## config.mk

```make
export PLATFORM = sky130hd
export DESIGN_NAME = adts_frame_deframer
export DESIGN_NICKNAME = d
export VERILOG_FILES = /design/src/hw/rtl/adtsd_pkg.sv /design/src/hw/rtl/adts_frame_deframer.sv /design/src/hw/rtl/adtsd_front.sv /design/src/hw/rtl/adtsd_queue.sv /design/src/hw/rtl/adtsd_back.sv
export VERILOG_INCLUDE_DIRS = /design/src /design/src/hw/rtl
export SDC_FILE = /design/constraint.sdc
export NUM_CORES = 1
export LEC_CHECK = 0
export BUFFER_PORTS_ARGS = -buffer_cell sky130_fd_sc_hd__buf_2
export CAP_MARGIN = 10
export CELL_PAD_IN_SITES_DETAIL_PLACEMENT = 0
export CELL_PAD_IN_SITES_GLOBAL_PLACEMENT = 2
export CORE_MARGIN = 5
export CORE_UTILIZATION = 37
export CTS_CLUSTER_SIZE = 8
export DETAILED_ROUTE_END_ITERATION = 8
export GPL_TIMING_DRIVEN = 0
export MAX_ROUTING_LAYER = met4
export PLACE_DENSITY = 0.86
export SYNTH_ARGS = -nofsm -noshare
export SYNTH_HDL_FRONTEND = slang
export SYNTH_SLANG_ARGS = --single-unit
```

## constraint.sdc

```tcl
create_clock -name clk -period 3.2 [get_ports clk]
set_clock_uncertainty 0.15 [all_clocks]
set_input_delay 0.48 -clock clk [delete_from_list [all_inputs] [get_ports clk]]
set_output_delay 0.48 -clock clk [all_outputs]
set_load 0.005 [all_outputs]
```

## src/hw/rtl/adts_frame_deframer_macros.svh

```systemverilog
// Assertion macros used by the ADTS deframer queue.
// Each macro expects signals named clk and arst_n in the using module.
`ifndef ADTS_FRAME_DEFRAMER_MACROS_SVH
`define ADTS_FRAME_DEFRAMER_MACROS_SVH

// Same-cycle implication, checked outside reset.
`define ADTSD_ASSERT_NOW(lbl, ante, cons, msg) \
	lbl: assert property (@(posedge clk) disable iff (!arst_n) (ante) |-> (cons)) \
		else $error(msg);

// Next-cycle implication, checked outside reset.
`define ADTSD_ASSERT_NEXT(lbl, ante, cons, msg) \
	lbl: assert property (@(posedge clk) disable iff (!arst_n) (ante) |=> (cons)) \
		else $error(msg);

`endif

```

## src/hw/rtl/adtsd_pkg.sv

```systemverilog
// Package for the ADTS deframer: result kinds, queue entry type and constant tables.
// No dependencies.
`default_nettype none

package adtsd_pkg;

	localparam int HDR_BYTES   = 7;
	localparam int QUEUE_DEPTH = 2;
	localparam int QPTR_W      = $clog2(QUEUE_DEPTH);
	localparam int QCNT_W      = $clog2(QUEUE_DEPTH + 1);

	localparam logic [11:0] SYNC_WORD    = 12'hFFF;
	localparam logic [2:0]  HDR_LAST_IDX = 3'(HDR_BYTES - 1);
	localparam logic [12:0] HDR_LEN      = 13'(HDR_BYTES);
	localparam logic [3:0]  RATE_ENTRIES = 4'd13;

	typedef enum logic [2:0] {
		KIND_HEADER   = 3'd0,
		KIND_PAYLOAD  = 3'd1,
		KIND_BAD_SYNC = 3'd2,
		KIND_BAD_LEN  = 3'd3,
		KIND_BAD_RATE = 3'd4
	} kind_t;

	// One classified beat, passed from the front end to the result stage.
	typedef struct packed {
		kind_t       kind;
		logic [7:0]  data;
		logic        frame_end;
		logic        id;
		logic        prot_absent;
		logic [1:0]  profile;
		logic [3:0]  rate_index;
		logic [2:0]  channels;
		logic [12:0] frame_len;
		logic [1:0]  blocks_m1;
	} entry_t;

	function automatic logic [16:0] rate_lookup(input logic [3:0] ridx);
		logic [16:0] r;
		case (ridx)
			4'd0:    r = 17'd96000;
			4'd1:    r = 17'd88200;
			4'd2:    r = 17'd64000;
			4'd3:    r = 17'd48000;
			4'd4:    r = 17'd44100;
			4'd5:    r = 17'd32000;
			4'd6:    r = 17'd24000;
			4'd7:    r = 17'd22050;
			4'd8:    r = 17'd16000;
			4'd9:    r = 17'd12000;
			4'd10:   r = 17'd11025;
			4'd11:   r = 17'd8000;
			4'd12:   r = 17'd7350;
			default: r = 17'd0;
		endcase
		return r;
	endfunction

	// Frame duration in microseconds, blocks * 1024 * 1e6 / rate, truncated.
	function automatic logic [19:0] duration_lookup(input logic [3:0] ridx,
			input logic [1:0] blocks_m1);
		logic [19:0] d;
		case ({ridx, blocks_m1})
			{4'd0, 2'd0}:  d = 20'd10666;
			{4'd0, 2'd1}:  d = 20'd21333;
			{4'd0, 2'd2}:  d = 20'd32000;
			{4'd0, 2'd3}:  d = 20'd42666;
			{4'd1, 2'd0}:  d = 20'd11609;
			{4'd1, 2'd1}:  d = 20'd23219;
			{4'd1, 2'd2}:  d = 20'd34829;
			{4'd1, 2'd3}:  d = 20'd46439;
			{4'd2, 2'd0}:  d = 20'd16000;
			{4'd2, 2'd1}:  d = 20'd32000;
			{4'd2, 2'd2}:  d = 20'd48000;
			{4'd2, 2'd3}:  d = 20'd64000;
			{4'd3, 2'd0}:  d = 20'd21333;
			{4'd3, 2'd1}:  d = 20'd42666;
			{4'd3, 2'd2}:  d = 20'd64000;
			{4'd3, 2'd3}:  d = 20'd85333;
			{4'd4, 2'd0}:  d = 20'd23219;
			{4'd4, 2'd1}:  d = 20'd46439;
			{4'd4, 2'd2}:  d = 20'd69659;
			{4'd4, 2'd3}:  d = 20'd92879;
			{4'd5, 2'd0}:  d = 20'd32000;
			{4'd5, 2'd1}:  d = 20'd64000;
			{4'd5, 2'd2}:  d = 20'd96000;
			{4'd5, 2'd3}:  d = 20'd128000;
			{4'd6, 2'd0}:  d = 20'd42666;
			{4'd6, 2'd1}:  d = 20'd85333;
			{4'd6, 2'd2}:  d = 20'd128000;
			{4'd6, 2'd3}:  d = 20'd170666;
			{4'd7, 2'd0}:  d = 20'd46439;
			{4'd7, 2'd1}:  d = 20'd92879;
			{4'd7, 2'd2}:  d = 20'd139319;
			{4'd7, 2'd3}:  d = 20'd185759;
			{4'd8, 2'd0}:  d = 20'd64000;
			{4'd8, 2'd1}:  d = 20'd128000;
			{4'd8, 2'd2}:  d = 20'd192000;
			{4'd8, 2'd3}:  d = 20'd256000;
			{4'd9, 2'd0}:  d = 20'd85333;
			{4'd9, 2'd1}:  d = 20'd170666;
			{4'd9, 2'd2}:  d = 20'd256000;
			{4'd9, 2'd3}:  d = 20'd341333;
			{4'd10, 2'd0}: d = 20'd92879;
			{4'd10, 2'd1}: d = 20'd185759;
			{4'd10, 2'd2}: d = 20'd278639;
			{4'd10, 2'd3}: d = 20'd371519;
			{4'd11, 2'd0}: d = 20'd128000;
			{4'd11, 2'd1}: d = 20'd256000;
			{4'd11, 2'd2}: d = 20'd384000;
			{4'd11, 2'd3}: d = 20'd512000;
			{4'd12, 2'd0}: d = 20'd139319;
			{4'd12, 2'd1}: d = 20'd278639;
			{4'd12, 2'd2}: d = 20'd417959;
			{4'd12, 2'd3}: d = 20'd557278;
			default:       d = 20'd0;
		endcase
		return d;
	endfunction

endpackage

`default_nettype wire

```

## src/hw/rtl/adts_frame_deframer.sv

```systemverilog
// ADTS frame deframer top level: one byte per beat in, at most one result per byte out.
// A result is written to a queue entry and then loaded into the output register after its byte is accepted.
// Throughput: one byte per cycle while the queue has a free entry; output back-pressure can stall it.
// Bytes that complete no result (the first six header bytes) produce nothing.
// Reset (arst_n low, asynchronous) empties the queue and output and restarts header capture.
`default_nettype none

module adts_frame_deframer (
	input  wire logic        clk,
	input  wire logic        arst_n,
	input  wire logic        in_valid,
	output logic             in_ready,
	input  wire logic [7:0]  data_byte,
	output logic             out_valid,
	input  wire logic        out_ready,
	output logic [2:0]       kind,
	output logic [7:0]       payload_byte,
	output logic             frame_end,
	output logic [2:0]       mpeg_version,
	output logic [1:0]       profile,
	output logic [3:0]       rate_index,
	output logic [16:0]      sample_rate,
	output logic [2:0]       channels,
	output logic [12:0]      frame_len,
	output logic [2:0]       block_count,
	output logic [19:0]      duration_us,
	output logic             crc_present
);

	// The front end classifies each beat: header bytes are shifted in until the
	// seventh arrives, when the header is checked; payload bytes are counted down
	// against the frame length. Every beat that makes a result pushes one entry.
	logic              push_valid;
	logic              push_ready;
	adtsd_pkg::entry_t push_entry;

	// The queue lets the front end keep taking bytes while a result waits at the
	// output, so the input side stalls only when both queue entries are held.
	logic              pop_valid;
	logic              pop_ready;
	adtsd_pkg::entry_t pop_entry;

	adtsd_front u_front (
		.clk        (clk),
		.arst_n     (arst_n),
		.in_valid   (in_valid),
		.in_ready   (in_ready),
		.data_byte  (data_byte),
		.push_valid (push_valid),
		.push_ready (push_ready),
		.push_entry (push_entry)
	);

	adtsd_queue u_queue (
		.clk        (clk),
		.arst_n     (arst_n),
		.push_valid (push_valid),
		.push_ready (push_ready),
		.push_entry (push_entry),
		.pop_valid  (pop_valid),
		.pop_ready  (pop_ready),
		.pop_entry  (pop_entry)
	);

	// The back end looks up the sample rate and frame duration from constant
	// tables, clears header fields on non-header results and registers the lot.
	adtsd_back u_back (
		.clk          (clk),
		.arst_n       (arst_n),
		.pop_valid    (pop_valid),
		.pop_ready    (pop_ready),
		.pop_entry    (pop_entry),
		.out_valid    (out_valid),
		.out_ready    (out_ready),
		.kind         (kind),
		.payload_byte (payload_byte),
		.frame_end    (frame_end),
		.mpeg_version (mpeg_version),
		.profile      (profile),
		.rate_index   (rate_index),
		.sample_rate  (sample_rate),
		.channels     (channels),
		.frame_len    (frame_len),
		.block_count  (block_count),
		.duration_us  (duration_us),
		.crc_present  (crc_present)
	);

endmodule

`default_nettype wire

```

## src/hw/rtl/adtsd_front.sv

```systemverilog
// Front end of the ADTS deframer: gathers header bytes, counts payload, classifies beats.
// Depends on adtsd_pkg.
`default_nettype none

module adtsd_front (
	input  wire logic             clk,
	input  wire logic             arst_n,
	input  wire logic             in_valid,
	output logic                  in_ready,
	input  wire logic [7:0]       data_byte,
	output logic                  push_valid,
	input  wire logic             push_ready,
	output adtsd_pkg::entry_t     push_entry
);

	logic [47:0] shift_q;
	logic [2:0]  count_q;
	logic        in_payload_q;
	logic [12:0] bytes_left_q;

	logic [55:0] hdr;
	logic        accept;
	logic        hdr_done;
	logic        hdr_good;
	adtsd_pkg::kind_t hdr_kind;

	assign hdr      = {shift_q, data_byte};
	assign in_ready = push_ready;
	assign accept   = in_valid && in_ready;
	assign hdr_done = !in_payload_q && (count_q == adtsd_pkg::HDR_LAST_IDX);

	always_comb begin
		if (hdr[55:44] != adtsd_pkg::SYNC_WORD) begin
			hdr_kind = adtsd_pkg::KIND_BAD_SYNC;
		end else if (hdr[25:13] < adtsd_pkg::HDR_LEN) begin
			hdr_kind = adtsd_pkg::KIND_BAD_LEN;
		end else if (hdr[37:34] >= adtsd_pkg::RATE_ENTRIES) begin
			hdr_kind = adtsd_pkg::KIND_BAD_RATE;
		end else begin
			hdr_kind = adtsd_pkg::KIND_HEADER;
		end
		hdr_good = (hdr_kind == adtsd_pkg::KIND_HEADER);
	end

	always_comb begin
		push_valid              = in_valid && (in_payload_q || hdr_done);
		push_entry.data         = data_byte;
		push_entry.id           = hdr[43];
		push_entry.prot_absent  = hdr[40];
		push_entry.profile      = hdr[39:38];
		push_entry.rate_index   = hdr[37:34];
		push_entry.channels     = hdr[32:30];
		push_entry.frame_len    = hdr[25:13];
		push_entry.blocks_m1    = hdr[1:0];
		if (in_payload_q) begin
			push_entry.kind      = adtsd_pkg::KIND_PAYLOAD;
			push_entry.frame_end = (bytes_left_q == 13'd1);
		end else begin
			push_entry.kind      = hdr_kind;
			push_entry.frame_end = hdr_good && (hdr[25:13] == adtsd_pkg::HDR_LEN);
		end
	end

	always_ff @(posedge clk) begin
		if (accept && !in_payload_q) begin
			shift_q <= hdr[47:0];
		end
	end

	always_ff @(posedge clk or negedge arst_n) begin
		if (!arst_n) begin
			count_q      <= '0;
			in_payload_q <= 1'b0;
			bytes_left_q <= '0;
		end else if (accept) begin
			if (in_payload_q) begin
				bytes_left_q <= bytes_left_q - 13'd1;
				if (bytes_left_q == 13'd1) begin
					in_payload_q <= 1'b0;
				end
			end else if (hdr_done) begin
				count_q <= '0;
				if (hdr_good && (hdr[25:13] > adtsd_pkg::HDR_LEN)) begin
					in_payload_q <= 1'b1;
					bytes_left_q <= hdr[25:13] - adtsd_pkg::HDR_LEN;
				end
			end else begin
				count_q <= count_q + 3'd1;
			end
		end
	end

endmodule

`default_nettype wire

```

## src/hw/rtl/adtsd_queue.sv

```systemverilog
// Short queue of classified beats between the front end and the result stage.
// Depends on adtsd_pkg and the assertion macro header.
`default_nettype none

`include "adts_frame_deframer_macros.svh"

module adtsd_queue (
	input  wire logic              clk,
	input  wire logic              arst_n,
	input  wire logic              push_valid,
	output logic                   push_ready,
	input  wire adtsd_pkg::entry_t push_entry,
	output logic                   pop_valid,
	input  wire logic              pop_ready,
	output adtsd_pkg::entry_t      pop_entry
);

	adtsd_pkg::entry_t              mem_q [adtsd_pkg::QUEUE_DEPTH];
	logic [adtsd_pkg::QPTR_W-1:0]   wr_ptr_q;
	logic [adtsd_pkg::QPTR_W-1:0]   rd_ptr_q;
	logic [adtsd_pkg::QCNT_W-1:0]   count_q;
	logic                           push;
	logic                           pop;

	assign push_ready = (count_q != adtsd_pkg::QCNT_W'(adtsd_pkg::QUEUE_DEPTH));
	assign pop_valid  = (count_q != '0);
	assign pop_entry  = mem_q[rd_ptr_q];
	assign push       = push_valid && push_ready;
	assign pop        = pop_valid && pop_ready;

	always_ff @(posedge clk) begin
		if (push) begin
			mem_q[wr_ptr_q] <= push_entry;
		end
	end

	always_ff @(posedge clk or negedge arst_n) begin
		if (!arst_n) begin
			wr_ptr_q <= '0;
			rd_ptr_q <= '0;
			count_q  <= '0;
		end else begin
			if (push) begin
				wr_ptr_q <= (wr_ptr_q == adtsd_pkg::QPTR_W'(adtsd_pkg::QUEUE_DEPTH - 1))
					? '0 : wr_ptr_q + 1'b1;
			end
			if (pop) begin
				rd_ptr_q <= (rd_ptr_q == adtsd_pkg::QPTR_W'(adtsd_pkg::QUEUE_DEPTH - 1))
					? '0 : rd_ptr_q + 1'b1;
			end
			if (push && !pop) begin
				count_q <= count_q + 1'b1;
			end else if (pop && !push) begin
				count_q <= count_q - 1'b1;
			end
		end
	end

	`ADTSD_ASSERT_NOW(a_count_bound, 1'b1, count_q <= adtsd_pkg::QCNT_W'(adtsd_pkg::QUEUE_DEPTH), "queue count beyond depth")
	`ADTSD_ASSERT_NEXT(a_push_grows, push && !pop, count_q == $past(count_q) + 1'b1, "queue count did not grow on push")
	`ADTSD_ASSERT_NEXT(a_pop_shrinks, pop && !push, count_q == $past(count_q) - 1'b1, "queue count did not shrink on pop")
	`ADTSD_ASSERT_NOW(a_ptr_track, count_q == '0, wr_ptr_q == rd_ptr_q, "empty queue with unequal pointers")

endmodule

`default_nettype wire

```

## src/hw/rtl/adtsd_back.sv

```systemverilog
// Result stage of the ADTS deframer: decodes header fields and holds the output register.
// Depends on adtsd_pkg.
`default_nettype none

module adtsd_back (
	input  wire logic              clk,
	input  wire logic              arst_n,
	input  wire logic              pop_valid,
	output logic                   pop_ready,
	input  wire adtsd_pkg::entry_t pop_entry,
	output logic                   out_valid,
	input  wire logic              out_ready,
	output logic [2:0]             kind,
	output logic [7:0]             payload_byte,
	output logic                   frame_end,
	output logic [2:0]             mpeg_version,
	output logic [1:0]             profile,
	output logic [3:0]             rate_index,
	output logic [16:0]            sample_rate,
	output logic [2:0]             channels,
	output logic [12:0]            frame_len,
	output logic [2:0]             block_count,
	output logic [19:0]            duration_us,
	output logic                   crc_present
);

	logic  valid_q;
	logic  load;
	logic  is_hdr;
	logic  is_pay;

	assign pop_ready = !valid_q || out_ready;
	assign load      = pop_valid && pop_ready;
	assign out_valid = valid_q;
	assign is_hdr    = (pop_entry.kind == adtsd_pkg::KIND_HEADER);
	assign is_pay    = (pop_entry.kind == adtsd_pkg::KIND_PAYLOAD);

	always_ff @(posedge clk or negedge arst_n) begin
		if (!arst_n) begin
			valid_q <= 1'b0;
		end else if (pop_ready) begin
			valid_q <= pop_valid;
		end
	end

	always_ff @(posedge clk) begin
		if (load) begin
			kind         <= pop_entry.kind;
			payload_byte <= is_pay ? pop_entry.data : 8'd0;
			frame_end    <= pop_entry.frame_end;
			mpeg_version <= !is_hdr ? 3'd0 : (pop_entry.id ? 3'd2 : 3'd4);
			profile      <= is_hdr ? pop_entry.profile : 2'd0;
			rate_index   <= is_hdr ? pop_entry.rate_index : 4'd0;
			sample_rate  <= is_hdr ? adtsd_pkg::rate_lookup(pop_entry.rate_index) : 17'd0;
			channels     <= is_hdr ? pop_entry.channels : 3'd0;
			frame_len    <= is_hdr ? pop_entry.frame_len : 13'd0;
			block_count  <= is_hdr ? {1'b0, pop_entry.blocks_m1} + 3'd1 : 3'd0;
			duration_us  <= is_hdr
				? adtsd_pkg::duration_lookup(pop_entry.rate_index, pop_entry.blocks_m1)
				: 20'd0;
			crc_present  <= is_hdr && !pop_entry.prot_absent;
		end
	end

endmodule

`default_nettype wire
```

# == Yosys cells after proc, flatten, opt, wreduce, memory -nomap -nowiden ==
# Memory sizes are Yosys's and may differ from the RTL's. A register that Yosys moved wholly into a read port is not among the register bits.
# Index checks and enable logic that the tools add are counted.
# totals
output_inout_bits,80
input_bits,12
register_bits,111
ram_bits,76
wordCells,87
n_memories,3
rom_bits,1552
# op_classes
muxes,20
order_cmp,3
n_eq_ne,6
n_reduce_logical,28
n_bitwise,1
add_sub_neg,8
# mem_list
name,depth,width,rd,rd_ports_with_merged_regs,write_ports,line_no,source
(no name shown),64,20,1,1,0,adtsd_pkg.sv:64,"case ({ridx, blocks_m1})"
(no name shown),16,17,1,1,0,adtsd_pkg.sv:41,case (ridx)
u_queue.mem_q,2,38,1,0,1,adtsd_queue.sv:18,adtsd_pkg::entry_t mem_q [adtsd_pkg::QUEUE_DEPTH];
# op_table
cell,count
$mux 13,3
$mux 3,6
$eq 13x1->1 const B,1
$eq 13x3->1 const B,1
$gt 13x3->1 const B,1
$lt 13x3->1 const B,1
$sub 13x1->13 const B,1
$sub 13x3->13 const B,1
$ne 12x12->1 const B,1
$logic_and 1x1->1,11
$mux 1,9
$reduce_bool 2->1,4
$logic_not 1->1,7
$logic_not 3->1,2
$ge 4x4->1 const B,1
$mux 2,2
$add 2x1->3 const B,1
$add 3x1->3 const B,1
$eq 3x1->1 const B,1
$eq 3x3->1 const B,1
$reduce_and 3->1,1
$add 1x1->1 const B,2
$add 2x1->2 const B,1
$logic_or 1x1->1,2
4 further kinds,4

# == Longest topological paths before layout ==
# logic_depth
word_depth,9
depth_mapped,11
depth_no_buf,9

# == Modules after synthesis ==
# Synthesis repeated with hierarchy kept, for this count alone.
# hier_totals
hier_cells,791
hier_area_um2,10510.1
# by_module_without_submodules
mod,area_each_um2,n_inst,cells_per_inst
adtsd_back,4350.4,1,400
adtsd_front,3176.8,1,255
adtsd_queue,2982.9,1,136

# == Worst setup path after synthesis ==
# No wires, ideal clock.
# synth_path
kind,register to register
from,reg u_front.count_q[0]
to,mem u_queue.mem_q[0][10] in the netlist's numbering (enable)
required_time_ns,2.621
path_slack_ns,0.167
setup_ns,0.429
t_arrival_ns,2.454
path_stages_with_launch,6
period_less_slack_ns,3.033
cell_sequence,dfrtp_1 > inv_1 > ha_1 > and2_1 > o21ai_1 > nor2_1
# synth_via
elab_chain_len,7
# synth_rtl
item,line_no,source
start: declaration,adtsd_front.sv:17,logic [2:0] count_q;
start signal: assignment,adtsd_front.sv:88,count_q <= count_q + 3'd1;
$eq 3x3->1,adtsd_front.sv:30,assign hdr_done = !in_payload_q && (count_q == adtsd_pkg::HDR_LAST_IDX);
$logic_and 1x1->1,adtsd_front.sv:30,
$logic_or 1x1->1,adtsd_front.sv:46,push_valid = in_valid && (in_payload_q || hdr_done);
$logic_and 1x1->1,adtsd_front.sv:46,
$logic_and 1x1->1,adtsd_queue.sv:28,assign push = push_valid && push_ready;
$mux 1,adtsd_queue.sv:32,if (push) begin
$mux 1 (implied by the code),adtsd_queue.sv:33,mem_q[wr_ptr_q] <= push_entry;
end: declaration,adtsd_queue.sv:18,
# No other way between the ends.

==> summary.txt <==
Status
  • Status: finished, final reports clean

Detailed routing
  • Met3 wire len: approximately 2.0 mm
  • DR top layer: met4
  • Via density per instance: about 5.5
  • Via count: 6,945
  • Met1 wire length: roughly 11 mm
  • Drt wl/cell: 21.2 um
  • Initial DRC Count: roughly 500
  • First-pass DRT Iterations: 5
  • DRT antenna net count: 0
  • Met2 routed WL: 12.7 mm
  • Drt total wl: about 27 mm
  • Residual DRC count: 0

Critical path
  • FF-to-FF setup slack: approximately 110 ps
  • Crit path buf inv count: 5
  • Crit path largest cell delay: 440 ps
  • WP data arrival: approximately 3300 ps
  • Worst Path Max Fanout: 11
  • CP endpoint kind: flip-flop
  • Slowest-stage cell, CP: a2111oi_2
  • CP cell instances: buf_4 -> mux2i_4 -> inv_2 -> buf_2 -> ha_1 -> clkbuf_4 -> clkbuf_4 -> nand3_1 -> o2111ai_1 -> a2111oi_2
  • Crit Path Class: flip-flop to flip-flop
  • Top delay family on crit path: buffers and inverters
  • CP Launch Type: flip-flop
  • Most frequent CP cell: clkbuf_4
  • CP Data Required Time: about 3400 ps

Final layout
  • Area of the multi-input gates: between 3000 and 4000 sq um
  • Seq. cell area: 6470 sq um
  • Final net count: around 930
  • Share of layout cells above drive strength 1: 0.203
  • FILL cells: between 2,000 and 2,500
  • Ant diodes: 0
  • Area delta synth->final: 20.6%
  • Final Util: 0.454

Placed design
  • Pre-CTS setup slack: -812 ps
  • Hpwl dp: between 15 and 20 mm
  • Gpl congestion: a little over 0.9
  • Number of port buffers: 90

Pwr
  • Power share of the clock group: 0.291
  • P_sw: about 3.4 mW
  • P per Cell Area: between 800 and 900 nW/um^2
  • Pleak: 4.36 nW
  • Power share of the sequential group: 0.410
  • Power after layout: 10.2 mW
  • Int Power: 6.79 mW
  • Peak supply drop: 0.000496 V
  • Switching Share: 0.336
  • Combinational group share of total power: 0.299

Floorplan
  • Row cnt: 59
  • Die span in y: between 150 and 200 um
  • Starting Density: 0.377
  • Die X: ~170 um
  • Die Area: 29,900 sq um
  • Boundary Pins: around 90
  • Core area: 26,100 sq um

Timing
  • Final-report hold violation count: 0
  • Setup TNS Final: 0 ps
  • Max-slew violations: 0
  • Worst hold margin: 23.4 ps
  • Tmin final: a little over 3000 ps
  • Max frequency: between 300 and 400 MHz
  • Slew @ Worst Pin: 981 ps
  • Worst slew margin: 0.342
  • RSZ-0062 raised after global routing: true
  • Final period utilization: 0.965
  • PnR worst setup slack: approximately 110 ps
  • Final setup viols: 0

Global routing
  • Initial antenna violation count: 0
  • Largest net degree at the start of global routing: between 50 and 60
  • First-pass GRT wire length: between 40 and 50 mm
  • Congestion Overflow GR: 0
  • GR Util All Layers: 0.179
  • Vias in the first global route: approximately 7,100

Synth
  • Post-synth top cells: edfxtp_1 (197), nor2_1 (85), nand2_1 (55)
  • Warnings from Yosys: 0
  • Gate Count Post-Synth: between 700 and 800
  • Yosys top cell area share: 0.603
  • Area leader, netlist: edfxtp_1
  • Yosys reg bits: approximately 220
  • Cell area after synthesis: approximately 9800 sq um
  • Cell with the most instances after synthesis: edfxtp_1
  • Primary FF master, synth: edfxtp_1
  • Syn Nets: ~790
  • Cell variety after synth: between 70 and 80
  • Asr flop ratio synth: 0.100
  • Seq/Total Area, Yosys: 0.659
  • Largest cells by area after synthesis: edfxtp_1 (60%), dfrtp_1 (5.6%), mux2i_1 (4.1%), nor2_1 (3.3%), nand2_1 (2.1%)
  • EDFF count, synth: ~200
  • Syn avg cell area: about 13 sq um

CTS
  • Clock tree buffer depth: 3
  • Clk sink count: around 220
  • Worst-path clk slew: ~50 ps
  • CTS Buf Count: 31
  • CTS H-Tree Depth: 1
  • Worst skew pair latency: 560 ps
  • CTS tree: done
  • CTS root buffer: clkbuf_16

Flow run
  • Max Cap Viol: 0

Min path
  • Min-delay worst type: input port to flip-flop
[worst paths after layout]
kind | start | end | cells past startpoint
worst min-delay path | data_byte[1] | u_queue.mem_q[1][28]$_DFFE_PP_ | 1
max in group asynchronous | arst_n | u_front.bytes_left_q[9]$_DFFE_PN0P_ | 2
min in group asynchronous | arst_n | u_front.bytes_left_q[1]$_DFFE_PN0P_ | 2
worst max-delay path | u_queue.rd_ptr_q$_DFFE_PN0P_ | u_back.duration_us[15]$_SDFFCE_PP0P_ | 10
worst min register to register | u_front.shift_q[4]$_DFFE_PP_ | u_front.shift_q[12]$_DFFE_PP_ | 0
worst max register to register | u_queue.rd_ptr_q$_DFFE_PN0P_ | u_back.duration_us[15]$_SDFFCE_PP0P_ | 10
[power groups by stage]
stage	Sequential (mW)	Clock [mW]	Combinational, mW
floorplan	4.25	0	1.74
global placement	4.28	0	2.95
detailed placement	4.25	0	2.98
CTS	4.20	3.06	3.04
global route	4.27	3.18	3.32
finish	4.20	2.98	3.06
[layout by cell type (no fill, tap or decap), types with 15 or more instances in the layout]
cell	count
edfxtp_1	197
dfrtp_1	22
o21ai_0	30
nor3_1	28
mux2i_1	39
buf_2	104
ha_1	15
clkbuf_1	36
clkbuf_16	31
nand2_1	55
a21oi_1	39
nor2_1	83
nand3_1	22
[per-stage QoR]
stage | area, sq um | cells
after floorplan | 9820 | 764
after global placement | 10700 | 1189
after detailed placement | 10800 | 1193
after CTS | 11800 | 1259
after global routing | 11800 | 1258
final | 11800 | 1258
[state kept, by name (all words and copies together), names as in the netlist, 3 cells and up]
signal                count
u_front.bytes_left_q     13
u_back.block_count        3
u_back.payload_byte       8
u_back.channels           3
u_queue.mem_q            72
u_back.sample_rate       17
u_back.duration_us       20
u_back.kind               3
u_back.frame_len         13
u_front.shift_q          48
u_back.rate_index         4
u_front.count_q           3
[area by class of cell]
| cell class | instances | share of cell area |
|---|---|---|
| buffer | 45 | 0.0180 |
| timing repair buffer | 103 | 0.0541 |
| inverter | 16 | 0.00528 |
| clock buffer | 56 | 0.0743 |
| clock inverter | 1 | 0.00169 |
| tap | 335 | 0.0354 |
| multi-input combinational | 483 | 0.265 |
| sequential | 219 | 0.546 |
[repair_timing]
action | 4_1_cts | 5_1_grt
cloned | 0 | 0
pin swaps | 0 | 0
hold buffers | 8 | 0
buffers inserted | 1 | 0
hold endpoints to repair | 43 | 0
resized for setup | 11 | 6
setup endpoints to repair | 23 | 12
[cells by family (layout without fill, tap and decap cells)]
kind of cell / Yosys count / in the layout / synth area share
simple gates: 246 / 246 / 0.121
flops: 219 / 219 / 0.659
compound gates: 155 / 155 / 0.107
buf+inv: 62 / 221 / 0.0269
mux: 49 / 49 / 0.0517
xor+xnor: 17 / 17 / 0.0152
fa+ha+maj: 15 / 15 / 0.0191
other cells: 1 / 1 / 0.000382
[per-layer routing]
layer  up-vias  GRT usage
met4         0     0.0639
li1       3202          -
met2       291      0.289
met5         -          -
met1      3386      0.224
met3        66     0.0389
[worst reg2reg max path, stage by stage (launching register included)]
cell and delay, ps:
dfrtp_1 320, buf_4 200, mux2i_4 280, inv_2 70, buf_2 230, ha_1 350
clkbuf_4 220, clkbuf_4 230, nand3_1 210, o2111ai_1 160, a2111oi_2 440
Note: power is estimated with default switching activity, not from simulation.
